===== src/hdl/btpe_pkg.sv =====
// Shared types and constants of the binary trie predecessor engine.
package btpe_pkg;

  localparam int unsigned KEY_BITS   = 16;
  localparam int unsigned TAG_BITS   = 16;
  localparam int unsigned POOL_NODES = 1024;
  localparam int unsigned IDX_BITS   = $clog2(POOL_NODES);
  localparam int unsigned PT_BITS    = IDX_BITS + 1;
  localparam int unsigned LVL_BITS   = $clog2(KEY_BITS);

  localparam logic [2:0] CMD_INSERT = 3'd0;
  localparam logic [2:0] CMD_FIND   = 3'd1;
  localparam logic [2:0] CMD_FLOOR  = 3'd2;
  localparam logic [2:0] CMD_PRED   = 3'd3;
  localparam logic [2:0] CMD_SUCC   = 3'd4;

  localparam logic [1:0] FLAG_LEFT  = 2'b01;
  localparam logic [1:0] FLAG_RIGHT = 2'b10;

  typedef enum logic [1:0] {
    ST_OK   = 2'd0,
    ST_DUP  = 2'd1,
    ST_FULL = 2'd2
  } status_e;

  typedef struct packed {
    logic [2:0]          command;
    logic [KEY_BITS-1:0] key;
    logic [TAG_BITS-1:0] payload;
  } in_t;

  typedef struct packed {
    logic                found;
    logic [KEY_BITS-1:0] result_key;
    logic [TAG_BITS-1:0] result_payload;
    logic [1:0]          status;
  } out_t;

  // One node of the pool: trie links for internal nodes, list links for leaves
  typedef struct packed {
    logic [KEY_BITS-1:0] key;
    logic [IDX_BITS-1:0] left;
    logic [IDX_BITS-1:0] right;
    logic [1:0]          flags;
    logic [IDX_BITS-1:0] prev;
    logic [IDX_BITS-1:0] next;
    logic [TAG_BITS-1:0] tag;
  } rec_t;

  typedef struct packed {
    logic lt;
    logic eq;
    logic gt;
  } cmp_t;

  typedef enum logic [22:0] {
    S_IDLE   = 23'h000001,
    S_WRD    = 23'h000002,
    S_WCHK   = 23'h000004,
    S_DISP   = 23'h000008,
    S_IRD    = 23'h000010,
    S_IMOD   = 23'h000020,
    S_ITRD   = 23'h000040,
    S_ITCHK  = 23'h000080,
    S_IWR    = 23'h000100,
    S_LST    = 23'h000200,
    S_LNB    = 23'h000400,
    S_LLEAF  = 23'h000800,
    S_LPRD   = 23'h001000,
    S_LPWR   = 23'h002000,
    S_LNRD   = 23'h004000,
    S_LNWR   = 23'h008000,
    S_QRD    = 23'h010000,
    S_QCHK   = 23'h020000,
    S_QRD2   = 23'h040000,
    S_QCHK2  = 23'h080000,
    S_ERD    = 23'h100000,
    S_ELD    = 23'h200000,
    S_OUT    = 23'h400000
  } state_e;

endpackage


===== src/hdl/btpe_cmp.sv =====
// Shared key comparator used by every ordering decision of the sequencer.
module btpe_cmp (
  input  logic [btpe_pkg::KEY_BITS-1:0] a_i,
  input  logic [btpe_pkg::KEY_BITS-1:0] b_i,
  output btpe_pkg::cmp_t                res_o
);

  // order a against b
  always_comb begin
    res_o.lt = a_i < b_i;
    res_o.eq = a_i == b_i;
    res_o.gt = a_i > b_i;
  end

endmodule


===== config.mk =====
export PLATFORM = sky130hd
export DESIGN_NAME = btpe_cmp
export DESIGN_NICKNAME = d
export VERILOG_FILES = /design/src/hdl/btpe_pkg.sv /design/src/hdl/btpe_cmp.sv
export SDC_FILE = /design/constraint.sdc
export NUM_CORES = 1
export LEC_CHECK = 0
export ABC_AREA = 0
export BUFFER_PORTS_ARGS = -buffer_cell sky130_fd_sc_hd__buf_4
export CAP_MARGIN = 20
export CELL_PAD_IN_SITES_DETAIL_PLACEMENT = 1
export CELL_PAD_IN_SITES_GLOBAL_PLACEMENT = 2
export CORE_MARGIN = 3
export CORE_UTILIZATION = 19
export DETAILED_ROUTE_END_ITERATION = 10
export PLACE_DENSITY_LB_ADDON = 0.1
export SLEW_MARGIN = 5
export SYNTH_ARGS = -nofsm -noshare
export SYNTH_HDL_FRONTEND = slang
export SYNTH_SLANG_ARGS = --single-unit

===== constraint.sdc =====
create_clock -name vclk -period 1.36
set_input_delay 0.136 -clock vclk [all_inputs]
set_output_delay 0.136 -clock vclk [all_outputs]
set_load 0.05 [all_outputs]

; Word-level counts from Yosys, hierarchy flattened
; Index checks and enable logic that the tools add are counted.
[word_totals]
regBits = 0
inputBits = 32
wordCells = 3
[classes]
n_lt_le_gt_ge = 2
eq_ne = 1
[ops]
columns = op, n
row1 = equality test 16 bit, 1
row2 = greater-than comparator 16 bit, 1
row3 = < comparator 16 bit, 1

; Logic depth before layout (Yosys ltp)
[depth]
depth_word = 1
ltp_mapped = 6
mapped_depth_nobuf = 6

; Least setup slack after synthesis
; OpenSTA, ideal clock, no wires.
[synth_timing]
path_kind = input port to output port
from = in b_i[15] in the netlist's numbering
to = out res_o[0] in the netlist's numbering
t_arrival_ns = 2.904
required_time_ns = 1.224
slack_ns = -1.680
stages = 5
n_path_buf = 0
path_cell_list = inv_1 ha_1 nand4_2 nor4_1 a31oi_1
[synth_lines]
columns = element, line
row1 = "start, declared", btpe_cmp.sv:4  ; input logic [btpe_pkg::KEY_BITS-1:0] b_i,
row2 = "end, declared", btpe_cmp.sv:5  ; output btpe_pkg::cmp_t res_o

==> metrics.md <==
| Metric | Value |
|---|---|
| Core ar. | 2002 um^2 |
| Synth warn | 0 |
| XOR/XNOR share of the synthesized area | 0% |
| Switching Share | 43.00% |
| Minimum clock period | 1.679 ns |
| Mapped Cells | 58 |
| Largest family of logic cells by synthesized area | adder cells |
| Min-Delay Path Class | in -> out |
| Num rows | 16 |
| Post-Synth Simple-Gate Area | 16.67% |
| Synth Area in Adders | 48.48% |
| Commonest cells after routing, fill and taps aside | 20 x buf_6, 18 x buf_4, 15 x ha_4, 8 x inv_2, 6 x a21oi_1 |
| Worst slew margin | 77.09% |
| Layout cells sized above 1 | 75.51% |
| Routed vias/inst | 4.432 |
| Antenna violation net count after detailed routing | 0 |
| P_sw | 0.1571 mW |
| Vias | 554 |
| CP dominant cell by count | buf_6 |
| Cells along the critical path | buf_6 -> ha_4 -> nor2b_1 -> o211ai_1 -> a2111o_1 -> a31oi_4 -> buf_6 |
| Drt wl/cell | 12.84 um |
| Power, Total | 0.3653 mW |
| Pint | 0.2082 mW |
| CP endpoint kind | primary output |
| Area Growth Syn to Fin | 166.1% |
| Share of the yosys chip area belonging to registers | 0% |
| PortBufs | 35 |
| Setup slack at placement | -0.3781 ns |
| Tcrit/Tclk final | 123.5% |
| Outcome | finished with violations |
| Compound-Gate Fraction of Synth Area | 19.39% |
| DRC viols | 0 |
| Setup Crit Path Kind | in -> out |
| RSZ-0062 raised after global routing | yes |
| Power share of the clock group | 0% |
| Final wirelength | 1605 um |
| GRT Residual Overflow | 0 |
| Cell area after synthesis | 412.9 um^2 |
| Critical Path Source Type | primary input |
| Leakage power | 0.4807 nW |
| Final hold viol count | 0 |
| TritonRoute pass-1 iters | 1 |
| Syn_area_per_cell | 7.119 um^2 |
| Worst VDD drop | 0.0001604 V |
| Sequential Power Share | 0% |
| First-pass GRT wire length | 2325 um |
| Die Ht | 52.62 um |
| Largest net degree at the start of global routing | 5 |
| Multi-input logic area | 585.6 um^2 |
| Leading cell type in the layout, fill and taps excluded | buf_6 |
| Vias in the first global route | 540 |
| Crit-path slowest cell | a2111o_1 |
| CP endpoint | res_o[0] |
| HPWL Detailed | 1169 um |
| ANT cells | 0 |
| Total track usage | 10.81% |
| Max Freq | 595.6 MHz |
| Ports | 35 |
| Slew Limit Fails | 0 |
| Storage element area | 0 um^2 |
| Worst-path maximum fanout | 2 |
| Crit path from | a_i[1] |
| CP Data Required Time | 1.22 ns |
| Count of cell types in the netlist | 16 |
| Initial antenna violation count | 0 |
| Die Wd | 52.62 um |
| Comb power frac | 100.0% |
| Largest stage delay, worst path | 0.43 ns |
| Syn_nets | 106 |
| Routability cong. | 0.5916 |
| Layout fillers | 217 |
| Failing checks | setup timing |
| Max-cap violations | 0 |
| Fin nets | 148 |
| Total die area | 2768 um^2 |
| Final setup fails | 3 |
| Iter 0 DRT Violations | 0 |
| Tightest Pin Transition | 0.3411 ns |
| Initial core utilization | 20.63% |
| Fin worst setup slack | -0.3189 ns |
| Mux share of post-synthesis cell area | 0% |
| Critical path data arrival time | 1.54 ns |
| Num sequential | 0 |
| Pwr Density | 332.6 nW/um^2 |
| # clk buffers | 0 |
## cells in the mapped netlist
master	n	area (um^2)
and3_1	1	6.260
nor4_1	1	6.260
nor2b_1	1	6.260
o21ai_0	2	10.01
a21oi_1	6	30.03
a2111o_1	1	11.26
a211oi_1	1	7.510
nand2_1	3	11.26
a22oi_1	1	7.510
o211ai_1	1	7.510
inv_1	17	63.81
ha_1	16	200.2
nand4_1	3	18.77
nand4_2	1	12.51
nor2_1	2	7.510
a31oi_1	1	6.260
## layout make-up
class / instances / share of cell area (%)
timing repair buffer: 40 / 35.54
tap: 27 / 3.075
multi-input combinational: 41 / 53.30
inverter: 17 / 8.087
## per-stage QoR
step	hold WS [ns]	utilization (%)	instances	instance area [um^2]	setup TNS (ns)
2_1_floorplan	0.6680	-	58	543.0	-0.4970
3_3_place_gp	0.8911	43.44	124	869.6	-0.9506
3_5_place_dp	0.8842	43.44	124	869.6	-1.016
4_1_cts	0.8172	53.25	124	1066	-0.7158
5_1_grt	0.8464	54.87	125	1099	-1.014
6_report	0.8352	54.87	125	1099	-0.8157
## worst max-delay path, delay by kind of cell
kind / cells / cell delay (ns)
AO/OA/AOI/OAI: 3 / 0.76
AND/OR/NAND/NOR: 1 / 0.12
buffers and inverters: 2 / 0.27
adder cells (fa/ha/maj): 1 / 0.25
## power groups by stage
| stage | Combinational [mW] | Sequential, mW | Clock (mW) |
|---|---|---|---|
| global route | 0.401 | 0 | 0 |
| CTS | 0.351 | 0 | 0 |
| detailed placement | 0.280 | 0 | 0 |
| global placement | 0.273 | 0 | 0 |
| finish | 0.365 | 0 | 0 |
| floorplan | 0.149 | 0 | 0 |
## worst min path at each step
stage	startpoint	to	slack, ns	depth (start not counted)
floorplan	a_i[3]	res_o[1]	0.67	3
global placement	a_i[15]	res_o[2]	0.89	5
detailed placement	a_i[15]	res_o[2]	0.88	5
CTS	a_i[15]	res_o[2]	0.82	5
global route	a_i[15]	res_o[2]	0.85	5
finish	a_i[15]	res_o[2]	0.84	5
## cell families (layout without fill, tap and decap cells)
group                      Yosys count  count (layout)
AOI/OAI and AO/OA                   13              13
adders and majority gates           16              16
buffers and inverters               17              57
and+or+nand+nor                     12              12
## routing by layer
| metal | up-vias | part of all wire (%) | GRT usage (%) |
|---|---|---|---|
| li1 | 284 | - | - |
| met1 | 252 | 33 | 11.67 |
| met2 | 18 | 61 | 22.73 |
| met3 | 0 | 6.2 | 1.425 |
| met4 | 0 | 0 | 0 |
| met5 | - | 0 | 0 |
## what timing repair did
item | CTS | global route
setup buffers | 0 | 1
hold buffers | 0 | 0
endpoints found under the setup margin | 3 | 3
gates resized for setup | 39 | 7
pin swaps | 15 | 4
No activity file was read; power rests on OpenSTA's default activity.
