`config.mk`:
```
export PLATFORM = sky130hd
export DESIGN_NAME = btpe_ram
export DESIGN_NICKNAME = d
export VERILOG_FILES = /design/src/hdl/btpe_ram.sv
export SDC_FILE = /design/constraint.sdc
export NUM_CORES = 1
export LEC_CHECK = 0
export BUFFER_PORTS_ARGS = -buffer_cell sky130_fd_sc_hd__buf_2
export CAP_MARGIN = 20
export CORE_ASPECT_RATIO = 0.5
export CORE_MARGIN = 1.5
export CORE_UTILIZATION = 29
export CTS_CLUSTER_DIAMETER = 120
export DETAILED_ROUTE_END_ITERATION = 7
export HOLD_SLACK_MARGIN = 0.06
export PLACE_DENSITY = 0.4
export SLEW_MARGIN = 30
export SYNTH_ARGS = -nofsm -noshare
export SYNTH_HDL_FRONTEND = slang
export SYNTH_SLANG_ARGS = --single-unit
```
`constraint.sdc`:
```
create_clock -name clk_i -period 2.13 [get_ports clk_i]
set_input_delay 0.213 -clock clk_i [delete_from_list [all_inputs] [get_ports clk_i]]
set_output_delay 0.213 -clock clk_i [all_outputs]
set_load 0.05 [all_outputs]
```
`src/hdl/btpe_ram.sv`:
```
// Generic single-write, single-read RAM with registered read data.
module btpe_ram #(
  parameter int unsigned Width = 8,
  parameter int unsigned Depth = 16
) (
  input  logic                     clk_i,
  input  logic                     we_i,
  input  logic [$clog2(Depth)-1:0] waddr_i,
  input  logic [Width-1:0]         wdata_i,
  input  logic                     re_i,
  input  logic [$clog2(Depth)-1:0] raddr_i,
  output logic [Width-1:0]         rdata_o
);

  logic [Width-1:0] mem_q [Depth];
  logic [Width-1:0] rdata_q;

  // write and read port
  always_ff @(posedge clk_i) begin
    if (we_i) begin
      mem_q[waddr_i] <= wdata_i;
    end
    if (re_i) begin
      rdata_q <= mem_q[raddr_i];
    end
  end

  assign rdata_o = rdata_q;

endmodule

```
After elaboration in Yosys (flattened, before gate mapping)
Memories as Yosys holds them, arrays and structs flattened. A register that Yosys moved wholly into a read port is not among the register bits.
Index checks and enable logic that the tools add are counted.
- register bits: 0
- memory bits (writable): 128
- input port bits: 19
- word-level logic and storage cells: 3
- memories kept: 1
- multiplexer cells: 2
- memory list (name ; words ; width ; read ports ; clocked after Yosys merged registers in ; write ports ; line ; RTL):
    mem_q ; 16 ; 8 ; 1 ; 1 ; 1 ; 15 ; logic [Width-1:0] mem_q [Depth];
- operator list (kind ; number):
    2-to-1 mux 1 bit ; 2

Depth between registers and ports, before layout
Gate-level depths: netlist (run 1).
- depth after elaboration: 2
- gate-level depth with buffers: 5

Least setup slack after synthesis (run 1)
OpenSTA, ideal clock, no wires.
- path type: input port to flip-flop
- from: in waddr_i[2]
- to: mem mem_q[0][0] (enable)
- setup time: 0.383 ns
- data arrival time: 1.323 ns
- data required time: 1.747 ns
- slack: 0.424 ns
- stages: 2
- buffers on the path: 0
- path through: or3b_2 -> nor3_1
- RTL lines (what ; line ; RTL):
    start: declaration ; 8 ; input logic [$clog2(Depth)-1:0] waddr_i,
    end: declaration ; 15 ;
No word-level cell before the write port.

==> metrics.cfg, run 1 <==
[status]
status = finished clean

[timing]
rsz0062_at_grt = no
finalWorstSetupSlack_ns = 0.528
fmaxAchievable_ghz = 0.624
clock_skew_ns = 0.00935
totalNegativeSetupSlack_ns = 0
drv_slew = 0
hold_violations = 0
finalSetupViolCount = 0
post-route-min-period_ns = 1.60
worstMarginPinSlew_ns = 0.442
relSlewSlack_pct = 70.5
period_share_pct = 75.2

[worst_setup_path]
cp-end-kind = register
crit_arrival_ns = 1.75
r2r_cells = 3
worstReg2RegEnd = rdata_o[0]
r2r_setup_slack_ns = 0.53
cp_data_required_time_ns = 2.28
critPathKind = reg2reg
path_cells = mux4_1, a22oi_1, nand2_1
cpMaxStageDelayCell = mux4_1
path_max_fanout = 1
critPathMaxStageDelay_ns = 0.50
rr_startpoint = mem_q[1][0]
cp_top_family = multiplexers
start_kind = register
cp_num_buf_inv = 0

[floorplanning]
initial_core_util_pct = 29.8
fp.dieW_um = 193
num_rows = 34
dieArea_um2 = 18900
dieHeight_um = 97.9
core_region_area_um2 = 17500
io_pins = 27

[power]
p_leak_nw = 2.14
seqPwrFrac_pct = 47.9
powerDensity_nw_per_um2 = 989
pwr-share-clk_pct = 46.6
switching_share_pct = 21.0
max-vdd-ir-drop_mv = 0.469
power.switching_w = 0.00133
p_int_w = 0.00499
p_comb_share_pct = 5.4

[grt]
grt-ovfl-total = 0
grt_usage_pct = 13.2
grt_max_degree = 17
grt_antenna_before_repair = 0
grt_pass1_wl_um = 16700
grt_pass1_vias = 2486

[clocking]
htreeDepth = 4
clk_path_buf_depth = 2
cts_buffers = 17
cts.repair.resized = 0
post-cts-setup-buffers = 0
path_clk_slew_ns = 0.06
cts_sinks = 136
clock-root-buffer = clkbuf_16
ctsHoldBuffers = 0
cts_tree = done
insertion_delay_ns = 0.42

[synth]
synth-seq-cells = 136
syn_nets = 248
syn_avg_cell_area_um2 = 22.8
syn_inst = 229
yosysTopAreaCellShare_pct = 78.1
synth_area_um2 = 5230
ys_types = 18
synth.area.top_cells = edfxtp_1 (78%), mux4_2 (7.8%), mux4_1 (7.0%)
yosysSeqAreaShare_pct = 78.1
synth_top_cell_by_area = edfxtp_1
yosys_warnings = 0

[placed_design]
dp_hpwl_um = 7390
routabilityCongestion = 0.718
portBuffers = 26
pre_cts_ws_ns = 0.135

[final_layout]
diodes = 0
multiInputGateArea_um2 = 1060
drive_gt1_share_pct = 33.1
fillers = 1589
register_area_um2 = 4080
finalNetCount = 308
syn_to_final_growth_pct = 22.3

[min_path]
hp-class = in2reg
worstHoldEndpoint = mem_q[11][1]
hp-start = wdata_i[1]
whs_path_depth = 1

[routing]
vias = 2475
postRouteAntennaNets = 0
drt_iter0_markers = 224
drc = 0
first_pass_iters = 4
vias_per_cell = 4.62
wire_per_inst_um = 21.9
drt-total-wl_um = 11700

[flow_run]
maxCapViolations = 0

[cells in the mapped netlist]
cell type	instances
edfxtp_1	136
mux4_2	18
a22oi_1	16
mux4_1	14
nor2_1	13
nand2_1	9
nor3_1	4
buf_2	3
buf_6	3
clkdlybuf4s25_2	3
nand2b_1	2
nand3b_1	2
and2_1	1
and2b_1	1
buf_4	1
nand3_1	1
nor2b_1	1
or3b_2	1
[power by group through the flow]
stage          combinational, W  sequential (W)  clock [W]
6_report               0.000342         0.00303    0.00295
5_1_grt                0.000367         0.00304    0.00312
4_1_cts                0.000348         0.00303    0.00300
3_5_place_dp           0.000348         0.00309          0
3_3_place_gp           0.000343         0.00309          0
2_1_floorplan          0.000152         0.00313          0
[through the flow]
stage,power (W),utilization [%],std cells,hold slack [ns],area (um2)
floorplan,0.00328,-,229,0.312,5230
global placement,0.00343,33.0,504,0.603,5790
detailed placement,0.00344,33.0,504,0.621,5790
CTS,0.00638,36.5,536,0.183,6390
global route,0.00652,36.5,536,0.188,6390
finish,0.00632,36.5,536,0.191,6390
[placed cells by master, fill, tap and decap left out]
master	count
nand2b_1	2
clkinv_4	5
nand3_1	1
and2b_1	1
mux4_2	18
and2_1	1
a22oi_1	16
nand3b_1	2
buf_2	26
nor2_1	13
edfxtp_1	136
buf_12	3
inv_6	2
clkbuf_1	1
buf_4	22
clkinvlp_4	2
nor3_1	4
nor2b_1	1
mux4_1	14
or3b_2	1
nand2_1	9
bufinv_16	3
clkinv_1	1
clkinv_2	1
clkbuf_16	17
[state kept, by name, summed over array words and instances, names as in the netlist]
name / cells
rdata_o: 8
mem_q: 128
[cell families after synthesis]
| group | after synthesis | share of synthesized area [%] |
|---|---|---|
| AO/OA/AOI/OAI | 16 | 2.30 |
| buffers and inverters | 10 | 1.65 |
| flip-flops | 136 | 78.1 |
| multiplexers | 32 | 14.8 |
| AND/OR/NAND/NOR | 35 | 3.14 |
[worst reg2reg max path: cells and delay by family (launching register included)]
kind             cells  cell delay (ns)
flip-flops           1             0.36
multiplexers         1             0.50
AND/OR/NAND/NOR      1             0.11
AO/OA/AOI/OAI        1             0.38
[how the worst max path moves through the flow]
stage          cells past startpoint         start     endpoint
2_1_floorplan                      2    waddr_i[2]  mem_q[0][0]
3_3_place_gp                       5    raddr_i[0]   rdata_o[0]
3_5_place_dp                       5    raddr_i[0]   rdata_o[0]
4_1_cts                            3  mem_q[10][4]   rdata_o[4]
5_1_grt                            3   mem_q[1][5]   rdata_o[5]
6_report                           3   mem_q[1][0]   rdata_o[0]
[metal layers]
layer	share of wire, %	routed length, um	global-route usage [%]	vias up
li1	-	-	-	1101
met1	51	5960	19.2	1312
met2	44	5160	18.9	50
met3	4.1	484	3.77	12
met4	1.1	125	4.11	0
met5	0	0	0	-
[layout make-up]
type                            count  area share (%)
Tap cell                          234            4.58
Sequential cell                   136            63.9
Timing Repair Buffer               51            5.56
Clock inverter                     14            2.74
Multi-Input combinational cell     83            16.5
Clock buffer                       18            6.71
Power figures use the tool's default switching activity.
==> run 2: changes to the inputs <==
Settings changed: ABC_AREA set to 1, PLACE_DENSITY 0.4 to 0.41.
Clock period 2.13 ns to 1.3 ns, I/O delays scaled along.
==> metrics.cfg, run 2 <==
[timing]
drv_slew = 0  ; unchanged
relSlewSlack_pct = 56.0  ; -14 points
post-route-min-period_ns = 1.22
totalNegativeSetupSlack_ns = 0  ; unchanged
rsz0062_at_grt = no
finalSetupViolCount = 0  ; unchanged
hold_violations = 0  ; unchanged
period_share_pct = 94.1
worstMarginPinSlew_ns = 0.658  ; +0.216 ns
clock_skew_ns = 0.0149  ; +0.00558 ns
fmaxAchievable_ghz = 0.818

[power]
power.switching_w = 0.00244  ; +83%
p_int_w = 0.00821  ; +64%
powerDensity_nw_per_um2 = 1500  ; +51%
p_comb_share_pct = 7.1  ; +1.7 points
seqPwrFrac_pct = 46.7  ; -1.2 points
p_leak_nw = 3.04  ; +42%
pwr-share-clk_pct = 46.3  ; -0.3 points
max-vdd-ir-drop_mv = 0.836  ; +78%
switching_share_pct = 22.9  ; +1.9 points

[final_layout]
drive_gt1_share_pct = 15.5  ; -18 points
diodes = 0  ; unchanged
final_common_cell = nand2_1
fin_util_pct = 36.3  ; -0.17 points
final_cell_mix = nand2_1 (173), edfxtp_1 (136), inv_1 (100)
fillers = 1975  ; +24%
finalNetCount = 630  ; +100%
syn_to_final_growth_pct = 21.7
top_register = mem_q
finalNonFillerCells = 890  ; +66%
largest_register_ffs = 128  ; unchanged

[synth]
synth.area.top_cells = edfxtp_1 (70%), nand2_1 (11%), nand3_1 (8.3%)
synth_area_um2 = 5850  ; +12%
async_reset_ff_share_pct = 0  ; unchanged
synth_edf_count = 136  ; unchanged
yosys.area_share.simple_pct = 20.8  ; +18 points
syn_inst = 551  ; +140%
yosys_warnings = 0  ; unchanged
synth-seq-cells = 136  ; unchanged
synth_most_common_cell = nand2_1
synth_top_cell_by_area = edfxtp_1
syn_nets = 570  ; +130%
ys_types = 11  ; -7
yosysTopAreaCellShare_pct = 69.8  ; -8.3 points
synth_fa_ha_area_share_pct = 0  ; unchanged
ys_top_cells_by_count = nand2_1 (173), edfxtp_1 (136), inv_1 (100), nand3_1 (97), nor2_1 (17)
syn_avg_cell_area_um2 = 10.6  ; -54%
ys.flop_type = edfxtp_1
synth_xor_area_share_pct = 0  ; unchanged
muxShareOfSynthArea_pct = 0  ; -15 points
synth_compound_area_share_pct = 0  ; -2.3 points
yosysSeqAreaShare_pct = 69.8  ; -8.3 points
synth_top_family_by_area = simple AND/OR/NAND/NOR gates

[routing]
vias_per_cell = 4.27  ; -7.5%
first_pass_iters = 4  ; unchanged
drc = 0  ; unchanged
wire_per_inst_um = 17.1  ; -22%
postRouteAntennaNets = 0  ; unchanged
drt_iter0_markers = 227  ; +1.3%
vias = 3800  ; +54%
drt-total-wl_um = 15200  ; +30%

[placed_design]
portBuffers = 26  ; unchanged
routabilityCongestion = 0.737  ; +2.6%
dp_hpwl_um = 9780  ; +32%
post-place-cells = 858  ; +70%

[floorplanning]
fp.dieW_um = 204  ; +5.7%
num_rows = 36  ; +5.9%
dieHeight_um = 103  ; +5.6%
core_region_area_um2 = 19600  ; +12%
io_pins = 27  ; unchanged
dieArea_um2 = 21100  ; +12%
initial_core_util_pct = 29.8  ; about the same

[worst_setup_path]
cp-end-kind = output port
crit_arrival_ns = 1.09  ; -0.66 ns
path_cells = buf_2
cp_top_family = flip-flops
cp_num_buf_inv = 1  ; +1
cpMaxStageDelayCell = edfxtp_1
cp_data_required_time_ns = 1.17  ; -1.11 ns
start_kind = register
critPathKind = reg2out
path_max_fanout = 1  ; unchanged
critPathMaxStageDelay_ns = 0.40  ; -0.10 ns

[grt]
grt-ovfl-total = 0  ; unchanged
grt_max_degree = 41  ; +24
grt_pass1_vias = 3632  ; +46%
grt_pass1_wl_um = 23200  ; +39%
grt_antenna_before_repair = 0  ; unchanged
grt_usage_pct = 15.7  ; +2.5 points

[min_path]
hp-class = in2reg

[clocking]
cts_buffers = 17  ; unchanged
clk_path_buf_depth = 2  ; unchanged
path_clk_slew_ns = 0.06  ; about the same
insertion_delay_ns = 0.41  ; about the same
cts.repair.resized = 0  ; unchanged
post-cts-setup-buffers = 0  ; unchanged
cts_sinks = 136  ; unchanged
cts_tree = done
ctsHoldBuffers = 0  ; unchanged
clock-root-buffer = clkbuf_16
htreeDepth = 4  ; unchanged

[flow_run]
maxCapViolations = 0  ; unchanged

[status]
status = finished clean

==> run 2: kinds of logic after synthesis <==
kind of cell           after synthesis
AND/OR/NAND/NOR                    289
buffers and inverters              126
flip-flops                         136
==> run 2: power by group through the flow <==
stage          sequential (W)  clock, W  combinational, W
3_5_place_dp          0.00506         0          0.000765
4_1_cts               0.00497   0.00503          0.000767
2_1_floorplan         0.00513         0          0.000346
5_1_grt               0.00498   0.00521          0.000840
6_report              0.00497   0.00492          0.000753
3_3_place_gp          0.00506         0          0.000768
==> run 2: path summary, 6_finish.rpt <==
kind	depth (start not counted)	slack [ns]	to	from
hold / removal	1	0.09	rdata_o[4]	re_i
setup reg to reg	6	0.13	rdata_o[6]	mem_q[8][6]
setup / recovery	1	0.08	rdata_o[5]	rdata_o[5]
hold reg to reg	6	0.76	rdata_o[7]	mem_q[7][7]
==> run 2: cell type report <==
class,instances,area [um2],area share (%)
flip-flops and latches,136,4080,57.4
multi-input cells,289,1210,17.1
repair buffers,65,498,7.00
clock buffers,19,433,6.09
inverters,102,383,5.38
well taps,266,333,4.68
clock inverters,13,170,2.39
==> run 2: layer usage <==
layer	track usage [%]	part of all wire (%)	wire length (um)
met2	24.1	44	6710
met1	22.4	51	7800
met3	2.54	4.1	631
met5	0	0	0
met4	5.87	0.57	87
==> run 2: stage by stage <==
stage	instance area [um2]	setup WS, ns	hold slack, ns	total power [W]
final	7110	0.0771	0.0886	0.0106
after global routing	7110	0.0317	0.0689	0.0110
after CTS	7110	0.0522	0.0705	0.0108
after detailed placement	6510	-0.171	0.503	0.00583
after global placement	6510	-0.170	0.504	0.00583
after floorplan	5850	0.219	0.229	0.00547
==> run 3: changes to the inputs <==
Settings changed: CORE_UTILIZATION 29 to 40, PLACE_DENSITY 0.41 to 0.54.
==> metrics.cfg, run 3 (synthesis results as in run 2) <==
[status]
status = finished clean

[timing]
relSlewSlack_pct = 73.6  ; +18 points
post-route-min-period_ns = 1.19  ; -0.0351 ns
fmaxAchievable_ghz = 0.842  ; +3.0%
period_share_pct = 91.4  ; -2.7 points
hold_violations = 0  ; unchanged
rsz0062_at_grt = no
clock_skew_ns = 0.00671  ; -0.00822 ns
finalSetupViolCount = 0  ; unchanged
worstMarginPinSlew_ns = 0.395  ; -0.263 ns
drv_slew = 0  ; unchanged

[grt]
grt_usage_pct = 19.0  ; +3.4 points
grt_pass1_vias = 3749  ; +3.2%
grt-ovfl-total = 0  ; unchanged
grt_max_degree = 29  ; -29%
grt_antenna_before_repair = 0  ; unchanged
grt_pass1_wl_um = 20900  ; -10%

[clocking]
cts_tree = done
cts.repair.resized = 0  ; unchanged
ctsHoldBuffers = 0  ; unchanged
cts_sinks = 136  ; unchanged
post-cts-setup-buffers = 0  ; unchanged
insertion_delay_ns = 0.41  ; about the same
path_clk_slew_ns = 0.06  ; about the same
clk_path_buf_depth = 2  ; unchanged
cts_buffers = 17  ; unchanged
clock-root-buffer = clkbuf_16
htreeDepth = 4  ; unchanged

[power]
max-vdd-ir-drop_mv = 0.676  ; -19%
p_int_w = 0.00873  ; +6.4%
power.switching_w = 0.00231  ; -5.2%
p_leak_nw = 3.02  ; -0.80%
pwr-share-clk_pct = 48.5  ; +2.2 points
seqPwrFrac_pct = 45.0  ; -1.7 points
switching_share_pct = 20.9  ; -2.0 points
powerDensity_nw_per_um2 = 1580  ; +5.5%
p_comb_share_pct = 6.5  ; -0.6 points

[worst_setup_path]
cp_num_buf_inv = 1  ; unchanged
cp_top_family = simple AND/OR/NAND/NOR gates
critPathMaxStageDelay_ns = 0.36  ; -0.04 ns
crit_top_cell = nand3_1
critPathKind = reg2reg
path_cells = inv_1, nand2_1, nand3_1, nand3_1, nand3_1, nand2_1
crit_arrival_ns = 1.35  ; +0.26 ns
cp_data_required_time_ns = 1.46  ; +0.29 ns
cp-end-kind = register
path_max_fanout = 1  ; unchanged
cpMaxStageDelayCell = edfxtp_1
start_kind = register

[final_layout]
largest_register_ffs = 128  ; unchanged
top_register = mem_q
syn_to_final_growth_pct = 19.7
final_common_cell = nand2_1
fin_util_pct = 50.4  ; +14 points
final_cell_mix = nand2_1 (173), edfxtp_1 (136), inv_1 (100)
drive_gt1_share_pct = 14.2  ; -1.4 points
diodes = 0  ; unchanged
finalNetCount = 621  ; -1.4%
design_area_um2 = 7000  ; -1.7%

[placed_design]
portBuffers = 26  ; unchanged
routabilityCongestion = 0.772  ; +4.8%
place_area_um2 = 6340  ; -2.7%
dp_hpwl_um = 8850  ; -9.5%

[floorplanning]
dieArea_um2 = 15400  ; -27%
io_pins = 27  ; unchanged
initial_core_util_pct = 42.1  ; +12 points
num_rows = 30  ; -17%
dieHeight_um = 88.5  ; -14%
core_region_area_um2 = 13900  ; -29%
fp.dieW_um = 174  ; -15%

[routing]
drc = 0  ; unchanged
vias = 3905  ; +2.8%
first_pass_iters = 5  ; +1
drt-total-wl_um = 13900  ; -8.9%
vias_per_cell = 4.84  ; +13%
postRouteAntennaNets = 0  ; unchanged
drt_iter0_markers = 306  ; +35%
wire_per_inst_um = 17.2  ; +0.56%

[flow_run]
maxCapViolations = 0  ; unchanged

[min_path]
hp-class = in2reg

## run 3: cell count changes in the layout (fill, tap and decap cells not counted), sizes merged
cell | previous run | this run
bufinv | 3 | 6
buf | 65 | 56
inv | 106 | 102
## run 3: final timing paths
| kind | from | end | slack [ns] | cells after the start |
|---|---|---|---|---|
| worst min-delay path | re_i | rdata_o[2] | 0.1 | 1 |
| worst max register to register | mem_q[5][2] | rdata_o[2] | 0.11 | 6 |
| worst max-delay path | mem_q[5][2] | rdata_o[2] | 0.11 | 6 |
| worst min register to register | mem_q[2][4] | rdata_o[4] | 0.76 | 6 |
## run 3: layout make-up
type                            count  area (um2)
Inverter                          102         383
Fill cell                        1240        6890
Tap cell                          192         240
Clock buffer                       19         433
Timing Repair Buffer               56         418
Multi-Input combinational cell    289        1210
Sequential cell                   136        4080
Clock inverter                     12         225
## run 3: power by group through the flow
| stage | Combinational [W] | Clock [W] | Sequential, W |
|---|---|---|---|
| CTS | 0.000724 | 0.00540 | 0.00497 |
| detailed placement | 0.000718 | 0 | 0.00506 |
| floorplan | 0.000346 | 0 | 0.00513 |
| finish | 0.000718 | 0.00536 | 0.00497 |
| global placement | 0.000712 | 0 | 0.00506 |
| global route | 0.000783 | 0.00560 | 0.00498 |
## run 3: layer usage
metal | up-vias | routed length [um] | track usage, %
li1 | 1886 | - | -
met1 | 1877 | 6630 | 26.3
met2 | 116 | 6100 | 30.0
met3 | 26 | 884 | 3.91
met4 | 0 | 257 | 7.84
met5 | - | 0 | 0
## run 3: per-stage QoR
stage               power, W  setup WS, ns  cells  hold slack, ns  setup TNS [ns]
floorplan            0.00547         0.219    551           0.229               0
global placement     0.00577       -0.0363    775           0.508         -0.0408
detailed placement   0.00578       -0.0429    775           0.509         -0.0887
CTS                   0.0111        0.0968    806          0.0849               0
global route          0.0114        0.0460    806          0.0835               0
finish                0.0110         0.112    806          0.0958               0
